==> src/assert_macros.svh <==
// Assertion macros shared by the radial vignetting gain RTL.
// Included by the modules that carry concurrent checks; no other dependencies.
`ifndef ASSERT_MACROS_SVH
`define ASSERT_MACROS_SVH

// Check a property at each rising clock edge, disabled while reset is active.
`define RVG_ASSERT(lbl, clk, rstn, prop, msg) \
  lbl: assert property (@(posedge clk) disable iff (!rstn) prop) else $error(msg);

// Check a property at each rising clock edge, also during reset.
`define RVG_ASSERT_ALWAYS(lbl, clk, prop, msg) \
  lbl: assert property (@(posedge clk) prop) else $error(msg);

`endif

==> src/rvg_pkg.sv <==
// Package for the radial vignetting gain block: widths, register codes,
// configuration struct and reset values. No dependencies.
package rvg_pkg;

  localparam int PixBits    = 8;
  localparam int CoordBits  = 12;
  localparam int DimBits    = 13;
  localparam int CoefBits   = 16;
  localparam int NormBits   = 48;
  localparam int NormHalf   = 24;
  localparam int SqBits     = 2 * DimBits;
  localparam int DistBits   = SqBits + 1;
  localparam int PartBits   = DistBits + NormHalf;
  localparam int R2Bits     = 17;
  localparam int R4Bits     = 18;
  localparam int R6Bits     = 19;
  localparam int Ar2Bits    = CoefBits + R2Bits + 1;
  localparam int Br4Bits    = CoefBits + R4Bits + 1;
  localparam int Cr6Bits    = CoefBits + R6Bits + 1;
  localparam int SabBits    = Cr6Bits;
  localparam int GainFrac   = 26;
  localparam int GainBits   = 38;
  localparam int ProdBits   = GainBits + PixBits + 1;
  localparam int CfgIdxBits = 3;
  localparam int CfgDataBits = NormBits;

  localparam logic [R2Bits-1:0]   R2Sat   = '1;
  localparam logic [PixBits-1:0]  PixMax  = '1;
  localparam logic signed [GainBits-1:0] GainOne = GainBits'(64'd1 << GainFrac);

  localparam logic [DimBits-1:0]  WidthReset  = DimBits'(640);
  localparam logic [DimBits-1:0]  HeightReset = DimBits'(480);
  localparam logic [NormBits-1:0] NormReset   = NormBits'(64'd458129844);

  typedef enum logic [CfgIdxBits-1:0] {
    CFG_COEF_A = 3'd0,
    CFG_COEF_B = 3'd1,
    CFG_COEF_C = 3'd2,
    CFG_WIDTH  = 3'd3,
    CFG_HEIGHT = 3'd4,
    CFG_NORM   = 3'd5
  } cfg_idx_e;

  typedef struct packed {
    logic signed [CoefBits-1:0] coef_a;
    logic signed [CoefBits-1:0] coef_b;
    logic signed [CoefBits-1:0] coef_c;
    logic [DimBits-1:0]         image_width;
    logic [DimBits-1:0]         image_height;
    logic [NormBits-1:0]        radius_norm;
  } cfg_t;

endpackage

==> src/rvg_radius.sv <==
// Squared radius pipeline: distance from center, scaled by the reciprocal norm.
// Four register stages; depends on rvg_pkg.
module rvg_radius (
  input  logic                            clk_i,
  input  logic                            rst_ni,
  input  logic                            adv_i,
  input  rvg_pkg::cfg_t                   cfg_i,
  input  logic                            vld_i,
  input  logic [rvg_pkg::PixBits-1:0]     pix_i,
  input  logic [rvg_pkg::CoordBits-1:0]   row_i,
  input  logic [rvg_pkg::CoordBits-1:0]   col_i,
  output logic                            vld_o,
  output logic [rvg_pkg::PixBits-1:0]     pix_o,
  output logic [rvg_pkg::R2Bits-1:0]      r2_o
);
  import rvg_pkg::*;

  localparam int NStages = 4;
  localparam int SumBits = PartBits + 1;

  logic [NStages-1:0]   vld_q;
  logic [PixBits-1:0]   pix_q [NStages];
  logic [DimBits-1:0]   two_col, two_row, dcol, drow;
  logic [SqBits-1:0]    sq_col_q, sq_row_q;
  logic [DistBits-1:0]  dist_q;
  logic [PartBits-1:0]  lo_q, hi_q;
  logic [SumBits-1:0]   sum;
  logic [SumBits-9:0]   quo;
  logic [R2Bits-1:0]    r2_d, r2_q;

  assign two_col = {col_i, 1'b0};
  assign two_row = {row_i, 1'b0};
  assign dcol = (two_col >= cfg_i.image_width) ? two_col - cfg_i.image_width
                                               : cfg_i.image_width - two_col;
  assign drow = (two_row >= cfg_i.image_height) ? two_row - cfg_i.image_height
                                                : cfg_i.image_height - two_row;

  assign sum  = SumBits'(hi_q) + SumBits'(lo_q >> NormHalf);
  assign quo  = sum[SumBits-1:8];
  assign r2_d = (|quo[SumBits-9:R2Bits]) ? R2Sat : quo[R2Bits-1:0];

  always_ff @(posedge clk_i or negedge rst_ni) begin
    if (!rst_ni) begin
      vld_q <= '0;
    end else if (adv_i) begin
      vld_q <= {vld_q[NStages-2:0], vld_i};
    end
  end

  always_ff @(posedge clk_i) begin
    if (adv_i) begin
      pix_q[0] <= pix_i;
      for (int i = 1; i < NStages; i++) begin
        pix_q[i] <= pix_q[i-1];
      end
      sq_col_q <= dcol * dcol;
      sq_row_q <= drow * drow;
      dist_q   <= DistBits'(sq_col_q) + DistBits'(sq_row_q);
      lo_q     <= dist_q * cfg_i.radius_norm[NormHalf-1:0];
      hi_q     <= dist_q * cfg_i.radius_norm[NormBits-1:NormHalf];
      r2_q     <= r2_d;
    end
  end

  assign vld_o = vld_q[NStages-1];
  assign pix_o = pix_q[NStages-1];
  assign r2_o  = r2_q;

endmodule

==> config.mk <==
export PLATFORM = sky130hd
export DESIGN_NAME = rvg_radius
export DESIGN_NICKNAME = d
export VERILOG_FILES = /design/src/assert_macros.svh /design/src/rvg_pkg.sv /design/src/rvg_radius.sv
export SDC_FILE = /design/constraint.sdc
export NUM_CORES = 2
export LEC_CHECK = 0
export BUFFER_PORTS_ARGS = -buffer_cell sky130_fd_sc_hd__buf_2
export CORE_UTILIZATION = 40
export CTS_BUF_LIST = sky130_fd_sc_hd__clkbuf_8 sky130_fd_sc_hd__clkbuf_16
export CTS_CLUSTER_DIAMETER = 100
export DETAILED_ROUTE_END_ITERATION = 8
export PLACE_DENSITY = 0.56
export SYNTH_ARGS = -nofsm -noshare
export SYNTH_HDL_FRONTEND = slang
export SYNTH_SLANG_ARGS = --single-unit
==> constraint.sdc <==
create_clock -name clk_i -period 7 [get_ports clk_i]
set_input_delay 1.4 -clock clk_i [delete_from_list [all_inputs] [get_ports clk_i]]
set_output_delay 1.4 -clock clk_i [all_outputs]
set_load 0.05 [all_outputs]
* Yosys cells after proc, flatten, opt, wreduce, memory -nomap -nowiden
Memories as Yosys holds them, arrays and structs flattened.
Cells that the tools add are included.
** Storage, ports and cells
- Output and inout bits :: 26
- Bits in writable memories :: 32
- Word-level logic and storage cells :: 25
- Register bits :: 202
- Memories kept :: 1
- Bits of input ports :: 158
** Cells by class
- Order comparisons :: 2
- Add/sub/neg operators :: 6
- Mux-type cells :: 4
- Reductions and logical operators :: 1
- Multipliers :: 4
** Memory list
- pix_q :: depth 4, width 8, read ports 4, clocked after Yosys merged registers in 0, write ports 4, RTL line rvg_radius.sv:22 : logic [PixBits-1:0] pix_q [NStages];
** Operator list (number)
- $mul A27 B24 Y51 :: 2
- $add A51 B27 Y52 :: 1
- $mul A13 B13 Y26 :: 2
- $sub A13 B13 Y13 :: 4
- $add A26 B26 Y27 :: 1
- $reduce_or A27 Y1 :: 1
- $ge A13 B13 Y1 :: 2
- $mux W13 :: 2
- $mux W1 :: 2

* Logic depth before layout (Yosys ltp)
- Depth in word-level cells :: 3
- Depth in mapped cells :: 36
- Gate-level depth less buffers :: 35

* Least setup slack after synthesis
OpenSTA, ideal clock, no wires.
- Path type :: input port to flip-flop
- Start :: input port cfg_i[49] in the netlist's numbering
- End :: register sq_row_q[24] (data pin)
- Arrival :: 8.870 ns
- Buffers on the path :: 1
- Required time :: 6.742 ns
- Stages :: 33
- Library setup time :: 0.258 ns
- Slack :: -2.127 ns
- Cell sequence :: inv_1 -> ha_1 -> inv_1 -> fa_1 -> a21oi_1 -> o2111ai_1 -> a31o_2 -> a21oi_2 -> buf_4 -> mux2i_1 -> o31ai_1 -> a21boi_0 -> xor2_1 -> clkinv_1 -> nand2_1 -> fa_1 -> fa_1 -> fa_1 -> inv_1 -> fa_1 -> inv_1 -> fa_1 -> inv_1 -> ha_1 -> a21o_1 -> a21o_1 -> a21oi_1 -> a21boi_0 -> o21ai_0 -> a2111oi_0 -> o31ai_1 -> a21oi_1 -> xnor2_1
** Between the ends
- Cells in the longest elaborated chain, start to end :: 3
- Elaborated cells on any way between the ends :: 5
- Classes of those cells :: 2 x add/sub; 1 x mul; 1 x order compare; 1 x mux
** Ends and longest elaborated chain
- start, declared :: RTL line rvg_radius.sv:7 : input rvg_pkg::cfg_t cfg_i,
- $sub A13 B13 Y13 (tied with other cells) :: RTL line rvg_radius.sv:36 : : cfg_i.image_height - two_row;
- $mux W13 * :: RTL line rvg_radius.sv:35 : assign drow = (two_row >= cfg_i.image_height) ? two_row - cfg_i.image_height
- $mul A13 B13 Y26 * :: RTL line rvg_radius.sv:57 : sq_row_q <= drow * drow;
- end signal, assigned :: RTL line rvg_radius.sv:57
- end, declared :: RTL line rvg_radius.sv:24 : logic [SqBits-1:0] sq_col_q, sq_row_q;
Mark *: on every way between the ends. The rest lies on a longest branch, timed or not.
A chain may end at the register's enable or synchronous reset.

* Final worst setup path
- Start :: input port cfg_i[49] in the netlist's numbering
- End :: register sq_row_q[23] (data pin)
Same word-level chain as after synthesis.

==> flow_summary.ini <==
[run_status]
outcome = finished with violations
violations = negative setup slack

[cells_and_area]
drive_gt1_share_pct = 21.79
nets = 9582
most-common-layout-cells = inv_1 (1,549), fa_1 (1,253), nand2_1 (990)
design_area_um2 = 75890
fin_util_pct = 50.02
seqCellArea_um2 = 6226
area_growth_syn_to_layout_pct = 24.17
num-fill-cells = 14223
final_common_cell = inv_1
multi_input_area_um2 = 50270

[timing]
setup_violations = 77
fmax_mhz = 123.0
worst_slack_ps = -1130
finClkSkew_ps = 25.53
hold_violations = 0
worst_pin_slew_ps = 926.5
maxSlewHeadroom_pct = 38.23
period_needed_ps = 8130
slew_viol_final = 0
period_share_pct = 116.1
setup_tns_ps = -41470
grt_setup_unrepaired = yes

[clock_network]
cts_tree = yes
cts.path.max_buffers = 3
numCtsBuffers = 27
clock_latency_ps = 580
clockRootBuffer = clkbuf_16
clock-sinks = 208
htree_levels = 1
clk_pin_slew_ps = 60

[drt]
ant_nets = 0
avgRoutedWirePerCell_um = 17.09
drt-pass1-iter-count = 6
drc = 0
routed_wl_um = 164100
route.vias.total = 46713
drtIter0Drc = 2182
viasPerCell = 4.863

[placement]
pre_cts_ws_ps = -1964
portBuffers = 135
gp_congestion = 0.9153
dpl_cell_area_um2 = 71000
dp_hpwl_um = 139700

[critical_path]
path_class = input port to flop
slowest_delay_ps = 490
crit_fanout = 5
endpoint_kind = flop
arrival_ps = 8460
cp.required_ps = 7330
critPathSlowestCell = fa_1
critPathLaunchType = input port
crit_top_cell = fa_1

[synthesis]
synth.yosys.seq_area_share_pct = 10.19
synth_cells = 6702
synth_edf_count = 204
ys.flop_type = edfxtp_1
synth.top_cell.area_share_pct = 42.22
netlist_area_um2 = 61120
syn_avg_cell_area_um2 = 9.119
ys_seq_elements = 208
yosys-top-cells-area = fa_1 (42%), ha_1 (12%), edfxtp_1 (10%), inv_1 (9.9%), nand2_1 (6.5%)
ys_warn_count = 0
ys_async_sr_fraction_pct = 1.923
yosysUniqueCellTypes = 89
yosys.area.top_type = fa_1

[global_route]
grt_pass1_wl_um = 267400
grt-ovfl-total = 0
grt_usage_pct = 21.76
grt_max_degree = 109
antenna_found_initial = 7
grt_pass1_vias = 50827

[die]
initial_core_util_pct = 40.28
dieArea_um2 = 154400
die_h_um = 392.9
chipWidth_um = 392.9
rows = 143
coreArea_um2 = 151700
io_pins = 184

[min_path]
hold_path.class = flop to flop

[job]
cap_violations = 0
## sequential cells by signal (all words and copies together) (netlist names)
signal / count
dist_q: 27
hi_q: 51
lo_q: 27
pix_q: 32
r2_o: 17
sq_col_q: 25
sq_row_q: 25
vld_q: 4
## final cells by class
class / count / share of cell area (%)
Multi-Input combinational cell: 4565 / 66.24
Inverter: 1618 / 8.071
Tap cell: 2030 / 3.347
Clock buffer: 27 / 0.8903
Sequential cell: 208 / 8.204
Antenna cell: 3 / 0.009892
Clock inverter: 22 / 0.3578
Timing Repair Buffer: 1132 / 12.88
## cells in the mapped netlist (all sizes together), types with 56 or more instances
cell type and count:
xnor2 133, inv 1613, edfxtp 204, a21o 101, nor3 56, a21oi 163, nor2 199, fa 1289
nand2 1057, and2 430, ha 583, o21ai 78, clkbuf 298
## cell families after synthesis
group | after synthesis | share of synthesized area [%]
AO/OA/AOI/OAI | 541 | 5.851
XOR/XNOR | 185 | 2.676
adder cells (fa/ha/maj) | 1872 | 54.16
buffers and inverters | 1930 | 12.00
flip-flops | 208 | 10.19
multiplexers | 27 | 0.4627
other | 1 | 0.006136
AND/OR/NAND/NOR | 1938 | 14.66
## worst max-delay path, delay by kind of cell
family | cells | cell delay (ps)
adder cells (fa/ha/maj) | 8 | 3170
buffers and inverters | 14 | 1180
AO/OA/AOI/OAI | 10 | 1960
AND/OR/NAND/NOR | 2 | 270
XOR/XNOR | 2 | 200
multiplexers | 1 | 250
## path summary, 6_finish.rpt
check | from | endpoint | slack, ps | cells after the start
min in group asynchronous | rst_ni | vld_q[0] | 620 | 1
min | pix_q[1][2] | pix_q[2][2] | 420 | 0
max | cfg_i[49] | sq_row_q[23] | -1130 | 37
max reg2reg | dist_q[21] | hi_q[50] | -520 | 26
min reg2reg | pix_q[1][2] | pix_q[2][2] | 420 | 0
max in group asynchronous | rst_ni | vld_q[2] | 6260 | 1
## per-stage QoR
step                      cells  hold WS [ps]
after global placement     9412         402.3
after global routing       9602         420.5
after CTS                  9548         417.4
after floorplan            6703         400.3
after detailed placement   9412         404.5
final                      9605         417.3
## what timing repair did
| action | in CTS | in global routing |
|---|---|---|
| gates cloned | 2 | 1 |
| pin swaps | 224 | 221 |
| buffers inserted | 104 | 73 |
| hold buffers | 0 | 0 |
| endpoints found under the setup margin | 85 | 89 |
| resized for setup | 382 | 249 |
## metal layers
metal	wire length (µm)	track usage (%)
met5	41	0
met4	2862	3.941
met3	6234	2.043
met2	84410	38.94
met1	70570	28.69
Power is not shown: default switching activity piles up to over one toggle a cycle in this logic, so the estimate is an artifact.
