<file path="config.mk">
export PLATFORM = sky130hd
export DESIGN_NAME = rvg_scale_flat
export DESIGN_NICKNAME = d
export VERILOG_FILES = /design/src/rvg_pkg.sv /design/src/rvg_ifs.sv /design/src/rvg_scale.sv /design/src/flat_wrapper.sv
export VERILOG_INCLUDE_DIRS = /design/src /design/src/src
export SDC_FILE = /design/constraint.sdc
export NUM_CORES = 1
export LEC_CHECK = 0
export BUFFER_PORTS_ARGS = -buffer_cell sky130_fd_sc_hd__buf_2
export CORE_MARGIN = 3
export CORE_UTILIZATION = 41
export DETAILED_ROUTE_END_ITERATION = 8
export SLEW_MARGIN = 20
export SYNTH_ARGS = -nofsm -noshare
export SYNTH_HDL_FRONTEND = slang
export SYNTH_SLANG_ARGS = --single-unit
</file>
<file path="constraint.sdc">
create_clock -name clk_i -period 5.68 [get_ports clk_i]
set_input_delay 1.136 -clock clk_i [delete_from_list [all_inputs] [get_ports clk_i]]
set_output_delay 1.136 -clock clk_i [all_outputs]
set_load 0.01 [all_outputs]
</file>
<file path="src/assert_macros.svh">
// Assertion macros shared by the radial vignetting gain RTL.
// Included by the modules that carry concurrent checks; no other dependencies.
`ifndef ASSERT_MACROS_SVH
`define ASSERT_MACROS_SVH

// Check a property at each rising clock edge, disabled while reset is active.
`define RVG_ASSERT(lbl, clk, rstn, prop, msg) \
  lbl: assert property (@(posedge clk) disable iff (!rstn) prop) else $error(msg);

// Check a property at each rising clock edge, also during reset.
`define RVG_ASSERT_ALWAYS(lbl, clk, prop, msg) \
  lbl: assert property (@(posedge clk) prop) else $error(msg);

`endif

</file>
<file path="src/rvg_pkg.sv">
// Package for the radial vignetting gain block: widths, register codes,
// configuration struct and reset values. No dependencies.
package rvg_pkg;

  localparam int PixBits    = 8;
  localparam int CoordBits  = 12;
  localparam int DimBits    = 13;
  localparam int CoefBits   = 16;
  localparam int NormBits   = 48;
  localparam int NormHalf   = 24;
  localparam int SqBits     = 2 * DimBits;
  localparam int DistBits   = SqBits + 1;
  localparam int PartBits   = DistBits + NormHalf;
  localparam int R2Bits     = 17;
  localparam int R4Bits     = 18;
  localparam int R6Bits     = 19;
  localparam int Ar2Bits    = CoefBits + R2Bits + 1;
  localparam int Br4Bits    = CoefBits + R4Bits + 1;
  localparam int Cr6Bits    = CoefBits + R6Bits + 1;
  localparam int SabBits    = Cr6Bits;
  localparam int GainFrac   = 26;
  localparam int GainBits   = 38;
  localparam int ProdBits   = GainBits + PixBits + 1;
  localparam int CfgIdxBits = 3;
  localparam int CfgDataBits = NormBits;

  localparam logic [R2Bits-1:0]   R2Sat   = '1;
  localparam logic [PixBits-1:0]  PixMax  = '1;
  localparam logic signed [GainBits-1:0] GainOne = GainBits'(64'd1 << GainFrac);

  localparam logic [DimBits-1:0]  WidthReset  = DimBits'(640);
  localparam logic [DimBits-1:0]  HeightReset = DimBits'(480);
  localparam logic [NormBits-1:0] NormReset   = NormBits'(64'd458129844);

  typedef enum logic [CfgIdxBits-1:0] {
    CFG_COEF_A = 3'd0,
    CFG_COEF_B = 3'd1,
    CFG_COEF_C = 3'd2,
    CFG_WIDTH  = 3'd3,
    CFG_HEIGHT = 3'd4,
    CFG_NORM   = 3'd5
  } cfg_idx_e;

  typedef struct packed {
    logic signed [CoefBits-1:0] coef_a;
    logic signed [CoefBits-1:0] coef_b;
    logic signed [CoefBits-1:0] coef_c;
    logic [DimBits-1:0]         image_width;
    logic [DimBits-1:0]         image_height;
    logic [NormBits-1:0]        radius_norm;
  } cfg_t;

endpackage

</file>
<file path="src/rvg_ifs.sv">


interface rvg_out_if;
  logic                        valid;
  logic                        ready;
  logic [rvg_pkg::PixBits-1:0] pixel_out;
  logic                        clipped;

  modport source (output valid, pixel_out, clipped, input ready);
  modport sink   (input valid, pixel_out, clipped, output ready);
endinterface

</file>
<file path="src/rvg_scale.sv">
// Pixel scaling: multiply by the gain, round, saturate, and hold the result
// in the output register. Depends on rvg_pkg, rvg_ifs and assert_macros.svh.
`include "assert_macros.svh"

module rvg_scale (
  input  logic                                 clk_i,
  input  logic                                 rst_ni,
  output logic                                 adv_o,
  input  logic                                 vld_i,
  input  logic [rvg_pkg::PixBits-1:0]          pix_i,
  input  logic signed [rvg_pkg::GainBits-1:0]  gain_i,
  rvg_out_if.source                            rsp_o
);
  import rvg_pkg::*;

  localparam int VBits = ProdBits + 1 - GainFrac;
  localparam logic [ProdBits:0] Half = (ProdBits+1)'(64'd1 << (GainFrac - 1));

  logic                        adv;
  logic                        prod_vld_q;
  logic signed [ProdBits-1:0]  prod_q;
  logic [ProdBits-1:0]         mag;
  logic [ProdBits:0]           rnd;
  logic [VBits-1:0]            val;
  logic                        neg;
  logic                        out_vld_q;
  logic [PixBits-1:0]          out_pix_d, out_pix_q;
  logic                        out_clip_d, out_clip_q;

  assign adv   = !out_vld_q || rsp_o.ready;
  assign adv_o = adv;

  assign neg = prod_q[ProdBits-1];
  assign mag = neg ? ProdBits'(-prod_q) : ProdBits'(prod_q);
  assign rnd = (ProdBits+1)'(mag) + Half;
  assign val = rnd[ProdBits:GainFrac];

  always_comb begin
    if (neg) begin
      out_pix_d  = '0;
      out_clip_d = |val;
    end else if (val > VBits'(PixMax)) begin
      out_pix_d  = PixMax;
      out_clip_d = 1'b1;
    end else begin
      out_pix_d  = val[PixBits-1:0];
      out_clip_d = 1'b0;
    end
  end

  always_ff @(posedge clk_i or negedge rst_ni) begin
    if (!rst_ni) begin
      prod_vld_q <= 1'b0;
      out_vld_q  <= 1'b0;
    end else if (adv) begin
      prod_vld_q <= vld_i;
      out_vld_q  <= prod_vld_q;
    end
  end

  always_ff @(posedge clk_i) begin
    if (adv) begin
      prod_q     <= $signed({1'b0, pix_i}) * gain_i;
      out_pix_q  <= out_pix_d;
      out_clip_q <= out_clip_d;
    end
  end

  assign rsp_o.valid     = out_vld_q;
  assign rsp_o.pixel_out = out_pix_q;
  assign rsp_o.clipped   = out_clip_q;

  `RVG_ASSERT(a_clip_at_rail, clk_i, rst_ni, (out_vld_q && out_clip_q) |-> (out_pix_q == '0 || out_pix_q == PixMax), "clipped pixel is not at a rail")
  `RVG_ASSERT(a_prod_to_out, clk_i, rst_ni, (adv && prod_vld_q) |=> out_vld_q, "product stage request not moved to output")
  `RVG_ASSERT(a_prod_hold, clk_i, rst_ni, (prod_vld_q && !adv) |=> (prod_vld_q && $stable(prod_q)), "product stage changed during stall")

endmodule

</file>
<file path="src/flat_wrapper.sv">
// flat-port wrapper written by rule: the top's interface ports become plain ports
module rvg_scale_flat import rvg_pkg::*;
  (clk_i, rst_ni, adv_o, vld_i, pix_i, gain_i, rsp_o_valid, rsp_o_pixel_out, rsp_o_clipped, rsp_o_ready);
  rvg_out_if rsp_o_i ();
  input  logic clk_i;
  input  logic rst_ni;
  output logic adv_o;
  input  logic vld_i;
  input  logic [rvg_pkg::PixBits-1:0] pix_i;
  input  logic signed [rvg_pkg::GainBits-1:0] gain_i;
  output wire logic [$bits(rsp_o_i.valid)-1:0] rsp_o_valid;
  output wire logic [$bits(rsp_o_i.pixel_out)-1:0] rsp_o_pixel_out;
  output wire logic [$bits(rsp_o_i.clipped)-1:0] rsp_o_clipped;
  input wire logic [$bits(rsp_o_i.ready)-1:0] rsp_o_ready;
  assign rsp_o_valid = rsp_o_i.valid;
  assign rsp_o_pixel_out = rsp_o_i.pixel_out;
  assign rsp_o_clipped = rsp_o_i.clipped;
  assign rsp_o_i.ready = rsp_o_ready;
  rvg_scale u_core (.clk_i(clk_i), .rst_ni(rst_ni), .adv_o(adv_o), .vld_i(vld_i), .pix_i(pix_i), .gain_i(gain_i), .rsp_o(rsp_o_i));
endmodule
</file>
---- Yosys cells after proc, flatten, opt, wreduce, memory -nomap -nowiden ----
Cells that the tools add are included.
cells by class
  $add $sub $neg .......................... 2
  multiply operators ...................... 1
  order comparisons ....................... 1
  multiplexer cells ....................... 4
  reductions and logical operators ........ 3
operators by type and width
  kind                    number
  $add 47x26->48 const B  1
  $mul 9x38->47           1
  $mux 47                 1
  $neg 47->47             1
  $gt 22x8->1 const B     1
  $reduce_or 22->1        1
  $mux 8                  1
  $mux 1                  2
  $logic_not 1->1         1
  $logic_or 1x1->1        1
word-level totals
  register bits after elaboration ......... 58
  bits of input ports ..................... 50
  logic and storage cells ................. 16

---- Depth between registers and ports, before layout ----
  depth after elaboration ................. 6
  depth in mapped cells ................... 22
  depth with buffers taken out ............ 20

---- Worst setup path before layout ----
No wires, ideal clock.
  path kind ............................... input port to flip-flop
  from .................................... input port pix_i[2] (netlist bit)
  to ...................................... register u_core.prod_q[44], data pin
  setup time .............................. 0.135 ns
  data arrival time ....................... 6.281 ns
  setup slack ............................. -0.737 ns
  cell stages on the path ................. 21
  buffers on the path ..................... 2
  cell sequence ........................... clkbuf_1 clkbuf_1 nand2_1 fa_1 inv_1 fa_1 inv_1 fa_1 fa_1 inv_1 ha_1 a21oi_1 a21boi_0 o31a_1 o31ai_1 o211a_1 o21ai_1 a31oi_1 nor2_1 or4b_1 nand3_1
on the way
  cells in the longest elaborated chain, start to end .. 1
ends and longest elaborated chain
  item                  line               RTL
  start, declared       flat_wrapper.sv:9  input logic [rvg_pkg::PixBits-1:0] pix_i;
  $mul 9x38->47         rvg_scale.sv:63    prod_q <= $signed({1'b0, pix_i}) * gain_i;
  end signal, assigned  rvg_scale.sv:63
  end, declared         rvg_scale.sv:21    logic signed [ProdBits-1:0] prod_q;
Every way passes these cells.
A chain may end at the register's enable or synchronous reset.

---- Final worst setup path ----
  from .................................... input port gain_i[17] (netlist bit)
  to ...................................... register u_core.prod_q[36], data pin
on the way
  cells in the longest elaborated chain, start to end .. 1
ends and longest elaborated chain
  item             line                RTL
  start, declared  flat_wrapper.sv:10  input logic signed [rvg_pkg::GainBits-1:0] gain_i;
  $mul 9x38->47    rvg_scale.sv:63
Every way passes these cells.

==> impl_metrics.ini <==
[status]
violations = setup timing
outcome = finished with violations

[route]
drt-initial-drc-count = 600
num_vias = 10500
drc = 0
firstDrtPassIters = 5
vias_per_cell = 5.00
routed_wl_mm = 32.6
antenna_left = 0
drt-wirelength-per-cell_um = 15.5

[worst_setup_path]
crit_slowest_cell = fa_1
critPathKind = input port to register
crit_fanout = 7
critPathTopFamily = adder cells
start_kind = input port
worstPathArrival_ns = 5.89
crit_path_start = gain_i[17]
cp.buffers_inverters = 7
required_ns = 5.77
cpPeakStageDelay_ns = 0.50
crit-reg2reg-launch = u_core.prod_q[9]
cp_common_cell = fa_1
worstPathCellList = buf_2 > buf_4 > nand2_1 > fa_1 > inv_1 > fa_1 > fa_1 > inv_1 > fa_1 > inv_2 > ha_4 > and3_4 > and3_4 > o2111a_2 > o31ai_4 > buf_6 > or2_4 > o21ba_4 > o211ai_1 > a21oi_2 > buf_4 > xnor2_1
worstSetupEndpointType = register

[power_and_ir_drop]
power.share.switching_pct = 43.5
comb_power_share_pct = 80.5
power.switching_mw = 3.97
power.leakage_nw = 8.27
pwr_density_cell_nw_per_um2 = 547
vdd_ir_drop_max_uv = 305
p_clk_share_pct = 7.0
p_seq_share_pct = 12.5
total_power_mw = 9.14
p_int_mw = 5.17

[sta]
max_freq_mhz = 172
rsz0062_at_grt = true
hold_slack_ns = 0.468
relSlewSlack_pct = 29.3
finalMaxSlewViolations = 0
timing.final.ws_setup_ns = -0.121
fin_crit_ns = 5.80
tightest_slew_ns = 1.05
finClkSkew_ns = 0.00701
hold_viol = 0
timing.final.crit_share_pct = 102
setup-violations-final = 5

[logic_synthesis]
synthArstFlopShare_pct = 3.45
yosysTopAreaCell = fa_1
ys_seq_area_share_pct = 13.1
yosysUniqueCellTypes = 67
ys.flop_type = edfxtp_1
syn_avg_cell_area_um2 = 8.99
netlist_area_um2 = 13200
synth_common_cells = 316 x inv_1, 234 x fa_1, 187 x nand2_1
synth_top_area_share_pct = 35.5
ys_top_cells_by_area = fa_1 35%, edfxtp_1 13%, ha_1 9.0%
synth_nets = 1847
syn_inst = 1468
synth-edff-count = 56
yosysMostFrequentCell = inv_1
synth_warnings = 0
synth-seq-cells = 58

[cts]
cts_tree = yes
htree_levels = 3
cts-root-buf = clkbuf_16
cts_sinks = 58
max-clock-path-buffers = 2
cts-hold-fix-buffers = 0
cts_buffers = 9
clkTransAtPathRegs_ns = 0.05
insertion_delay_ns = 0.34

[place]
gp_congestion = 0.892
post-place-ws_ns = -0.801
port_buffers = 60
dp.cells = 2058
hpwl_mm = 26.8

[cells_and_area]
fin_util_pct = 52.8
drive_above_1_share_pct = 25.0
layoutNonFillerInstCount = 2107
nets = 2079
syn2layout_area_growth_pct = 26.6
insertedDiodeCount = 0
fill_cells = 2870

[floorplan]
start_util_pct = 41.7
coreArea_um2 = 31600
dieArea_um2 = 34400
rows = 65
die_h_um = 185
ios = 61
die-width_um = 185

[run]
cap_violations = 0

[worst_hold_path]
hold_path.class = register to register
hp-start = u_core.prod_vld_q

[global_route]
antenna_found_initial = 0
grt_max_degree = 59
grt_pass1_vias = 11100
grt_pass1_wl_mm = 55.7
grt_overflow_total = 0
grt.total_usage_pct = 20.3
==> path summary, 6_finish.rpt <==
check,end,slack [ns],cells past startpoint
min in group asynchronous,u_core.prod_vld_q,0.57,1
worst min register to register,u_core.rsp_o.valid,0.47,1
worst min-delay path,u_core.rsp_o.valid,0.47,1
max in group asynchronous,u_core.rsp_o.valid,5.01,1
worst max register to register,u_core.rsp_o.pixel_out[1],0.76,13
worst max-delay path,u_core.prod_q[36],-0.12,22
==> repair_timing <==
action | 4_1_cts | 5_1_grt
setup buffers | 24 | 7
endpoints found under the setup margin | 19 | 17
cloned | 2 | 0
gates resized for setup | 95 | 41
pin swaps | 86 | 51
==> power by group through the flow <==
stage                     combinational [mW]  sequential (mW)  clock [mW]
after floorplan                         4.48             1.04           0
after detailed placement                6.74             1.15           0
after CTS                               7.16             1.14       0.657
final                                   7.36             1.14       0.639
after global placement                  6.66             1.14           0
after global routing                    8.28             1.17       0.677
==> routing by layer <==
layer	part of all wire (%)	up-vias	GRT usage (%)
met5	0	-	0
met4	2.3	0	5.73
met3	4.8	34	2.63
met2	44	259	31.0
met1	49	5210	30.3
li1	-	5029	-
==> state kept, by name, indices dropped and copies added, names as in the netlist <==
name and count:
u_core.rsp_o.clipped 1, u_core.rsp_o.pixel_out 8, u_core.prod_q 47, u_core.prod_vld_q 1, u_core.rsp_o.valid 1
==> metrics by stage <==
step	instance area (um2)	TNS, ns
6_report	16700	-0.348
5_1_grt	16700	-2.41
4_1_cts	16500	-0.435
3_5_place_dp	15500	-12.55
3_3_place_gp	15500	-9.94
2_1_floorplan	13700	-0.178
==> layout make-up <==
class	instances	area, um2	area share (%)
Clock buffer	12	256	1.53
Clock inverter	4	97.6	0.584
Inverter	316	1190	7.10
Multi-Input combinational cell	1043	10700	63.8
Sequential cell	58	1730	10.4
Tap cell	402	503	3.01
Timing Repair Buffer	272	2270	13.6
==> kinds of logic (layout without fill, tap and decap cells) <==
kind of cell | Yosys count | in the layout | synth area share, %
AOI/OAI and AO/OA | 174 | 174 | 8.69
muxes | 11 | 11 | 0.844
xor gates and xnor gates | 62 | 62 | 4.11
DFF | 58 | 58 | 13.1
and+or+nand+nor | 467 | 467 | 18.2
adders and majority gates | 329 | 329 | 44.5
buffers and inverters | 367 | 604 | 10.5
==> cell usage in the layout (no fill, tap or decap), drive strengths merged, types with 4 or more instances in the layout <==
cell type / n
inv: 316
buf: 270
fa: 234
nand2: 187
and2: 155
ha: 95
edfxtp: 56
a21oi: 54
xnor2: 41
o21ai: 36
nor2: 34
xor2: 21
a21o: 17
nand3: 16
clkbuf: 13
nand4: 12
nand2b: 11
mux2i: 10
nor4: 9
o21bai: 8
nor3: 8
or2: 8
nor2b: 7
o31ai: 7
a211oi: 6
o21a: 5
o211ai: 5
a21boi: 5
o31a: 4
or3: 4
a31oi: 4
and3: 4
Note: power is estimated with default switching activity, not from simulation.
