**config.mk**
```make
export PLATFORM = sky130hd
export DESIGN_NAME = rvg_poly
export DESIGN_NICKNAME = d
export VERILOG_FILES = /design/src/assert_macros.svh /design/src/rvg_pkg.sv /design/src/rvg_poly.sv
export SDC_FILE = /design/constraint.sdc
export NUM_CORES = 2
export LEC_CHECK = 0
export BUFFER_PORTS_ARGS = -buffer_cell sky130_fd_sc_hd__clkbuf_2
export CAP_MARGIN = 0
export CORE_AREA = 2 2 319 321
export DETAILED_ROUTE_END_ITERATION = 8
export DIE_AREA = 0 0 321 323
export PLACE_DENSITY = 0.77
export SYNTH_ARGS = -nofsm -noshare
export SYNTH_HDL_FRONTEND = slang
export SYNTH_SLANG_ARGS = --single-unit
```
**constraint.sdc**
```tcl
create_clock -name clk_i -period 15.8 [get_ports clk_i]
set_clock_uncertainty 0.2 [all_clocks]
set_input_delay 2.37 -clock clk_i [delete_from_list [all_inputs] [get_ports clk_i]]
set_output_delay 2.37 -clock clk_i [all_outputs]
set_load 0.005 [all_outputs]
```
**src/assert_macros.svh**
```systemverilog
// Assertion macros shared by the radial vignetting gain RTL.
// Included by the modules that carry concurrent checks; no other dependencies.
`ifndef ASSERT_MACROS_SVH
`define ASSERT_MACROS_SVH

// Check a property at each rising clock edge, disabled while reset is active.
`define RVG_ASSERT(lbl, clk, rstn, prop, msg) \
  lbl: assert property (@(posedge clk) disable iff (!rstn) prop) else $error(msg);

// Check a property at each rising clock edge, also during reset.
`define RVG_ASSERT_ALWAYS(lbl, clk, prop, msg) \
  lbl: assert property (@(posedge clk) prop) else $error(msg);

`endif

```
**src/rvg_pkg.sv**
```systemverilog
// Package for the radial vignetting gain block: widths, register codes,
// configuration struct and reset values. No dependencies.
package rvg_pkg;

  localparam int PixBits    = 8;
  localparam int CoordBits  = 12;
  localparam int DimBits    = 13;
  localparam int CoefBits   = 16;
  localparam int NormBits   = 48;
  localparam int NormHalf   = 24;
  localparam int SqBits     = 2 * DimBits;
  localparam int DistBits   = SqBits + 1;
  localparam int PartBits   = DistBits + NormHalf;
  localparam int R2Bits     = 17;
  localparam int R4Bits     = 18;
  localparam int R6Bits     = 19;
  localparam int Ar2Bits    = CoefBits + R2Bits + 1;
  localparam int Br4Bits    = CoefBits + R4Bits + 1;
  localparam int Cr6Bits    = CoefBits + R6Bits + 1;
  localparam int SabBits    = Cr6Bits;
  localparam int GainFrac   = 26;
  localparam int GainBits   = 38;
  localparam int ProdBits   = GainBits + PixBits + 1;
  localparam int CfgIdxBits = 3;
  localparam int CfgDataBits = NormBits;

  localparam logic [R2Bits-1:0]   R2Sat   = '1;
  localparam logic [PixBits-1:0]  PixMax  = '1;
  localparam logic signed [GainBits-1:0] GainOne = GainBits'(64'd1 << GainFrac);

  localparam logic [DimBits-1:0]  WidthReset  = DimBits'(640);
  localparam logic [DimBits-1:0]  HeightReset = DimBits'(480);
  localparam logic [NormBits-1:0] NormReset   = NormBits'(64'd458129844);

  typedef enum logic [CfgIdxBits-1:0] {
    CFG_COEF_A = 3'd0,
    CFG_COEF_B = 3'd1,
    CFG_COEF_C = 3'd2,
    CFG_WIDTH  = 3'd3,
    CFG_HEIGHT = 3'd4,
    CFG_NORM   = 3'd5
  } cfg_idx_e;

  typedef struct packed {
    logic signed [CoefBits-1:0] coef_a;
    logic signed [CoefBits-1:0] coef_b;
    logic signed [CoefBits-1:0] coef_c;
    logic [DimBits-1:0]         image_width;
    logic [DimBits-1:0]         image_height;
    logic [NormBits-1:0]        radius_norm;
  } cfg_t;

endpackage

```
**src/rvg_poly.sv**
```systemverilog
// Gain polynomial pipeline: r4, r6 and 1 + a*r2 + b*r4 + c*r6 in Q26.
// Four register stages; depends on rvg_pkg.
module rvg_poly (
  input  logic                                 clk_i,
  input  logic                                 rst_ni,
  input  logic                                 adv_i,
  input  rvg_pkg::cfg_t                        cfg_i,
  input  logic                                 vld_i,
  input  logic [rvg_pkg::PixBits-1:0]          pix_i,
  input  logic [rvg_pkg::R2Bits-1:0]           r2_i,
  output logic                                 vld_o,
  output logic [rvg_pkg::PixBits-1:0]          pix_o,
  output logic signed [rvg_pkg::GainBits-1:0]  gain_o
);
  import rvg_pkg::*;

  localparam int NStages = 4;
  localparam logic [2*R2Bits:0]       HalfSq  = (2*R2Bits+1)'(1 << 15);
  localparam logic [R4Bits+R2Bits:0]  HalfCub = (R4Bits+R2Bits+1)'(1 << 15);

  logic [NStages-1:0]          vld_q;
  logic [PixBits-1:0]          pix_q [NStages];
  logic [R2Bits-1:0]           r2_q;
  logic [R4Bits-1:0]           r4_q;
  logic [R6Bits-1:0]           r6_q;
  logic [2*R2Bits:0]           sq_rnd;
  logic [R4Bits+R2Bits:0]      cub_rnd;
  logic signed [Ar2Bits-1:0]   ar2_d, ar2_q, ar2_p2_q;
  logic signed [Br4Bits-1:0]   br4_d, br4_q;
  logic signed [Cr6Bits-1:0]   cr6_d, cr6_q;
  logic signed [SabBits-1:0]   sab_d, sab_q;
  logic signed [GainBits-1:0]  gain_d, gain_q;

  assign sq_rnd  = (2*R2Bits+1)'(r2_i) * (2*R2Bits+1)'(r2_i) + HalfSq;
  assign ar2_d   = cfg_i.coef_a * $signed({1'b0, r2_i});
  assign cub_rnd = (R4Bits+R2Bits+1)'(r4_q) * (R4Bits+R2Bits+1)'(r2_q) + HalfCub;
  assign br4_d   = cfg_i.coef_b * $signed({1'b0, r4_q});
  assign cr6_d   = cfg_i.coef_c * $signed({1'b0, r6_q});
  assign sab_d   = {{(SabBits-Ar2Bits){ar2_p2_q[Ar2Bits-1]}}, ar2_p2_q}
                 + {{(SabBits-Br4Bits){br4_q[Br4Bits-1]}}, br4_q};
  assign gain_d  = GainOne
                 + {{(GainBits-SabBits){sab_q[SabBits-1]}}, sab_q}
                 + {{(GainBits-Cr6Bits){cr6_q[Cr6Bits-1]}}, cr6_q};

  always_ff @(posedge clk_i or negedge rst_ni) begin
    if (!rst_ni) begin
      vld_q <= '0;
    end else if (adv_i) begin
      vld_q <= {vld_q[NStages-2:0], vld_i};
    end
  end

  always_ff @(posedge clk_i) begin
    if (adv_i) begin
      pix_q[0] <= pix_i;
      for (int i = 1; i < NStages; i++) begin
        pix_q[i] <= pix_q[i-1];
      end
      r2_q     <= r2_i;
      r4_q     <= sq_rnd[2*R2Bits-1:16];
      ar2_q    <= ar2_d;
      r6_q     <= cub_rnd[R4Bits+R2Bits-1:16];
      br4_q    <= br4_d;
      ar2_p2_q <= ar2_q;
      cr6_q    <= cr6_d;
      sab_q    <= sab_d;
      gain_q   <= gain_d;
    end
  end

  assign vld_o  = vld_q[NStages-1];
  assign pix_o  = pix_q[NStages-1];
  assign gain_o = gain_q;

endmodule

```
* Word-level counts from Yosys, hierarchy flattened
Memories as Yosys holds them, arrays and structs flattened.
Index checks and enable logic that the tools add are counted.
Widths: inputs -> output; s select.
** Word-level totals
- Register bits after elaboration :: 271
- Bits in writable memories :: 32
- Input bits :: 151
- Memories kept :: 1
** Cells by class
- Add/subtract/negate cells :: 5
- Multiply operators :: 5
- Multiplexer cells :: 2
** Memory list
- pix_q :: words 4, width 8, rd ports 4, clocked after Yosys merged registers in 0, wr ports 4, line rvg_poly.sv:22 : logic [PixBits-1:0] pix_q [NStages];
** Operator list (number)
- $add 37x36->38 :: 1
- $add 28x36->37 const A :: 1
- $add 34x35->36 :: 1
- $mul 16x20->36 :: 1
- $add 35x16->35 const B :: 1
- $mul 16x19->35 :: 1
- $mul 18x17->35 :: 1
- $add 34x16->34 const B :: 1
- $mul 16x18->34 :: 1
- $mul 17x17->34 :: 1
- $mux 1 :: 2

* Depth between registers and ports, before layout
- Depth after elaboration :: 2
- Gate-level depth with buffers :: 25
- Gate-level depth less buffers :: 23

* Worst setup path before layout
Ideal clock, no wire load.
- Path type :: input-to-reg
- Start point :: in cfg_i[113] in the netlist's numbering
- End point :: reg ar2_q[31], data pin
- Setup time :: 0.265 ns
- Arrival time :: 8.247 ns
- Data required time :: 15.335 ns
- Path slack :: 7.088 ns
- Cell stages on the path :: 24
- Cells stage by stage :: clkbuf_1 -> clkbuf_1 -> nand2_1 -> fa_1 -> inv_1 -> fa_1 -> inv_1 -> fa_1 -> inv_1 -> fa_1 -> fa_1 -> inv_1 -> fa_1 -> inv_1 -> ha_1 -> a21o_1 -> a21o_1 -> a21o_1 -> a2111o_1 -> a21o_1 -> a31o_2 -> a21oi_1 -> o21ai_0 -> xor2_1
** Between the ends
- Cells in the longest elaborated chain, start to end :: 1
** RTL lines
- start: declaration :: line rvg_poly.sv:7 : input rvg_pkg::cfg_t cfg_i,
- $mul 16x18->34 :: line rvg_poly.sv:35 : assign ar2_d = cfg_i.coef_a * $signed({1'b0, r2_i});
- via ar2_d[31] :: line rvg_poly.sv:28 : logic signed [Ar2Bits-1:0] ar2_d, ar2_q, ar2_p2_q;
- end signal: assignment :: line rvg_poly.sv:61 : ar2_q <= ar2_d;
- end: declaration :: line rvg_poly.sv:28
The timed path passes the listed nets, and every way through them passes these cells.
A chain may end at the register's enable or synchronous reset.

* Worst setup path after layout
- Start point :: in r2_i[2] in the netlist's numbering
- End point :: reg r4_q[16], data pin
** Between the ends
- Cells in the longest elaborated chain, start to end :: 2
** RTL lines
- start: declaration :: line rvg_poly.sv:10 : input logic [rvg_pkg::R2Bits-1:0] r2_i,
- $mul 17x17->34 :: line rvg_poly.sv:34 : assign sq_rnd = (2*R2Bits+1)'(r2_i) * (2*R2Bits+1)'(r2_i) + HalfSq;
- $add 34x16->34 :: line rvg_poly.sv:34
- via sq_rnd[32] :: line rvg_poly.sv:26 : logic [2*R2Bits:0] sq_rnd;
- end signal: assignment :: line rvg_poly.sv:60 : r4_q <= sq_rnd[2*R2Bits-1:16];
- end: declaration :: line rvg_poly.sv:24 : logic [R4Bits-1:0] r4_q;
The timed path passes the listed nets, and every way through them passes these cells.

==> impl_metrics.json <==
{
  "status": "finished clean",
  "criticalPathCategory": "primary input to flip-flop",
  "area_growth_pct": 4.91,
  "die_h_um": 323,
  "die_w_um": 321,
  "worstSkewPairLatency_ns": 0.58,
  "tightest_slew_ns": 1.10,
  "grt_pass1_vias": 44582,
  "antenna_found_initial": 8,
  "postCtsSetupBuffers": 0,
  "synth-simple-area-share_pct": 13.7,
  "grt.overflow.total": 0,
  "period_minus_slack_ns": 8.91,
  "num_vias": 41494,
  "drt-total-wl_um": 135000,
  "grt_setup_unrepaired": "no",
  "wl_per_cell_um": 18.1,
  "synth.area.mux_share_pct": 0.128,
  "cts.sinks": 303,
  "dr.first_iter.drc_count": 2423,
  "grt_start_max_net_pins": 84,
  "synth_largest_area_cell": "fa_1",
  "numCtsBuffers": 36,
  "synthCells": 6127,
  "drc": 0,
  "ys_ff_latch": 303,
  "synthXorXnorAreaFrac_pct": 2.92,
  "synth_fa_ha_area_share_pct": 51.8,
  "synthesis.nets": 8092,
  "synth_cell_types": 72,
  "die_area_mm2": 0.104,
  "critPathLaunchType": "primary input",
  "drv_cap": 0,
  "track_usage_pct": 27.1,
  "synth.top_cells.by_area": "fa_1 37%, edfxtp_1 15%, ha_1 15%, inv_1 8.7%, and2_1 6.6%",
  "crit_arrival_ns": 9.03,
  "synth_top_family_by_area": "adder cells",
  "finalSetupViolations": 0,
  "syn_area_per_cell_um2": 9.74,
  "io_pins": 198,
  "min_path_type": "flip-flop to flip-flop",
  "vias_per_cell": 5.58,
  "cp_data_required_time_ns": 15.92,
  "ant_nets": 0,
  "synth_edf_count": 299,
  "cts_hold_buf": 0,
  "fmax_mhz": 112,
  "fin_tns_setup_ns": 0,
  "rows": 117,
  "antennaDiodeCount": 0,
  "hold_violations": 0,
  "maxSlewHeadroom_pct": 26.9,
  "finalCritPeriodShare_pct": 56.4,
  "h-tree-depth": 2,
  "slew_viol_final": 0,
  "synthArstFlopShare_pct": 1.32,
  "syn-cell-area_mm2": 0.0597,
  "grt_pass1_wl_um": 224000,
  "cts.clk_slew.worst_paths_ns": 0.06,
  "cts_buffer_depth": 3,
  "nNetsFinal": 8063,
  "cts_root_buf": "clkbuf_16",
  "crit_fanout": 35,
  "yosysSeqAreaShare_pct": 15.2,
  "post-dp-hpwl_um": 105000,
  "cts_resized": 0,
  "drtPass1Iterations": 5,
  "dpl_worst_slack_ns": 6.33,
  "routabilityCongestion": 0.902,
  "io_buffer_count": 123,
  "ys_dominant_reg_cell": "edfxtp_1",
  "cts_tree": "done",
  "start_util_pct": 59.3,
  "synth-compound-area-share_pct": 6.12,
  "finalWorstSetupSlack_ns": 6.89,
  "coreArea_mm2": 0.101,
  "final_layout_size_suffix_gt1_share_pct": 3.97,
  "yosys.area.top_type_share_pct": 36.9,
  "ys_warn_count": 0,
  "end_kind": "flip-flop"
}
-- cells in the final DEF, fill, tap and decap left out, types with 10 or more instances in the layout --
cell type | synthesis | final
and3_1 | 21 | 21
a31oi_1 | 22 | 22
nand2_1 | 704 | 704
and2_1 | 628 | 628
o21a_1 | 23 | 23
nor2_1 | 135 | 135
edfxtp_1 | 299 | 299
a21o_1 | 111 | 111
o211ai_1 | 10 | 10
inv_1 | 1379 | 1379
ha_1 | 714 | 714
fa_1 | 1100 | 1100
o21bai_1 | 30 | 30
a21oi_1 | 163 | 163
xor2_1 | 59 | 59
a211oi_1 | 17 | 17
clkbuf_16 | 0 | 36
nand4_1 | 18 | 18
nor2b_1 | 20 | 20
buf_4 | 0 | 36
o21ai_0 | 82 | 82
nand2b_1 | 28 | 28
xnor2_1 | 140 | 140
clkbuf_2 | 0 | 122
nor3_1 | 25 | 25
nand3_1 | 37 | 37
-- layout make-up --
| type | count | area (µm²) |
|---|---|---|
| Clock buffer | 41 | 920 |
| Clock inverter | 24 | 324 |
| Fill cell | 8232 | 38100 |
| Inverter | 1379 | 5180 |
| Multi-Input combinational cell | 4219 | 44600 |
| Sequential cell | 303 | 9080 |
| Tap cell | 1309 | 1640 |
| Timing Repair Buffer | 159 | 896 |
-- kinds of logic (layout without fill, tap and decap cells) --
group	count (synthesis)	count (layout)
flops	303	303
xor+xnor	199	199
simple gates	1649	1649
buf+inv	1605	1603
mux	7	7
fa+ha+maj	1814	1814
compound gates	550	550
-- per-stage QoR --
stage | hold slack, ns | utilization (%) | area (µm²) | cells
2_1_floorplan | 0.200 | - | 59700 | 6127
5_1_grt | 0.222 | 62.2 | 62600 | 7434
3_3_place_gp | 0.200 | 61.0 | 61400 | 7369
6_report | 0.216 | 62.2 | 62600 | 7434
4_1_cts | 0.216 | 62.2 | 62600 | 7434
3_5_place_dp | 0.205 | 61.0 | 61400 | 7369
-- state kept, by name (all words and copies together), names as in the netlist --
register and flops:
r4_q 18, ar2_p2_q 34, r2_q 17, sab_q 36, cr6_q 36, vld_q 4, br4_q 35, pix_q 32
ar2_q 34, r6_q 19, gain_o 38
-- path summary, 6_finish.rpt --
path                                    startpoint               endpoint  slack, ns  cells past startpoint
worst max-delay path                       r2_i[2]     r4_q[16]$_DFFE_PP_       6.89                     23
worst min-delay path            ar2_q[1]$_DFFE_PP_  ar2_p2_q[1]$_DFFE_PP_       0.22                      0
worst max register to register  r4_q[15]$_DFFE_PP_    br4_q[31]$_DFFE_PP_       8.52                     21
worst min register to register  ar2_q[1]$_DFFE_PP_  ar2_p2_q[1]$_DFFE_PP_       0.22                      0
max in group asynchronous                   rst_ni   vld_q[3]$_DFFE_PN0P_      13.89                      1
min in group asynchronous                   rst_ni   vld_q[2]$_DFFE_PN0P_       1.39                      1
-- metal layers --
| metal | routed length, µm | track usage, % | up-vias |
|---|---|---|---|
| met4 | 5050 | 9.51 | 8 |
| li1 | - | - | 18747 |
| met1 | 53600 | 35.1 | 20994 |
| met3 | 9180 | 3.59 | 302 |
| met2 | 66900 | 47.0 | 1443 |
| met5 | 61 | 0 | - |
-- cells in the mapped netlist, drive strengths merged (37+ instances only) --
| cell | count |
|---|---|
| clkbuf | 225 |
| fa | 1100 |
| xor2 | 59 |
| edfxtp | 299 |
| inv | 1379 |
| o21ai | 85 |
| a21oi | 164 |
| nand2 | 704 |
| ha | 714 |
| nand3 | 37 |
| nor2 | 135 |
| xnor2 | 140 |
| a21o | 112 |
| and2 | 628 |
-- worst max-delay path, stage by stage --
cell      delay [ns]
clkbuf_2        0.59
nand2_1         0.37
inv_1           0.08
fa_1            0.48
inv_1           0.05
fa_1            0.50
fa_1            0.52
inv_1           0.05
fa_1            0.49
fa_1            0.49
inv_1           0.05
fa_1            0.48
inv_1           0.04
ha_1            0.28
a21o_1          0.16
a21o_1          0.17
a221oi_1        0.44
a31oi_1         0.25
a21oi_2         0.32
o21ai_1         0.19
a221o_1         0.37
a21oi_1         0.19
xnor2_1         0.07
Power is not shown: default switching activity piles up to over one toggle a cycle in this logic, so the estimate is an artifact.
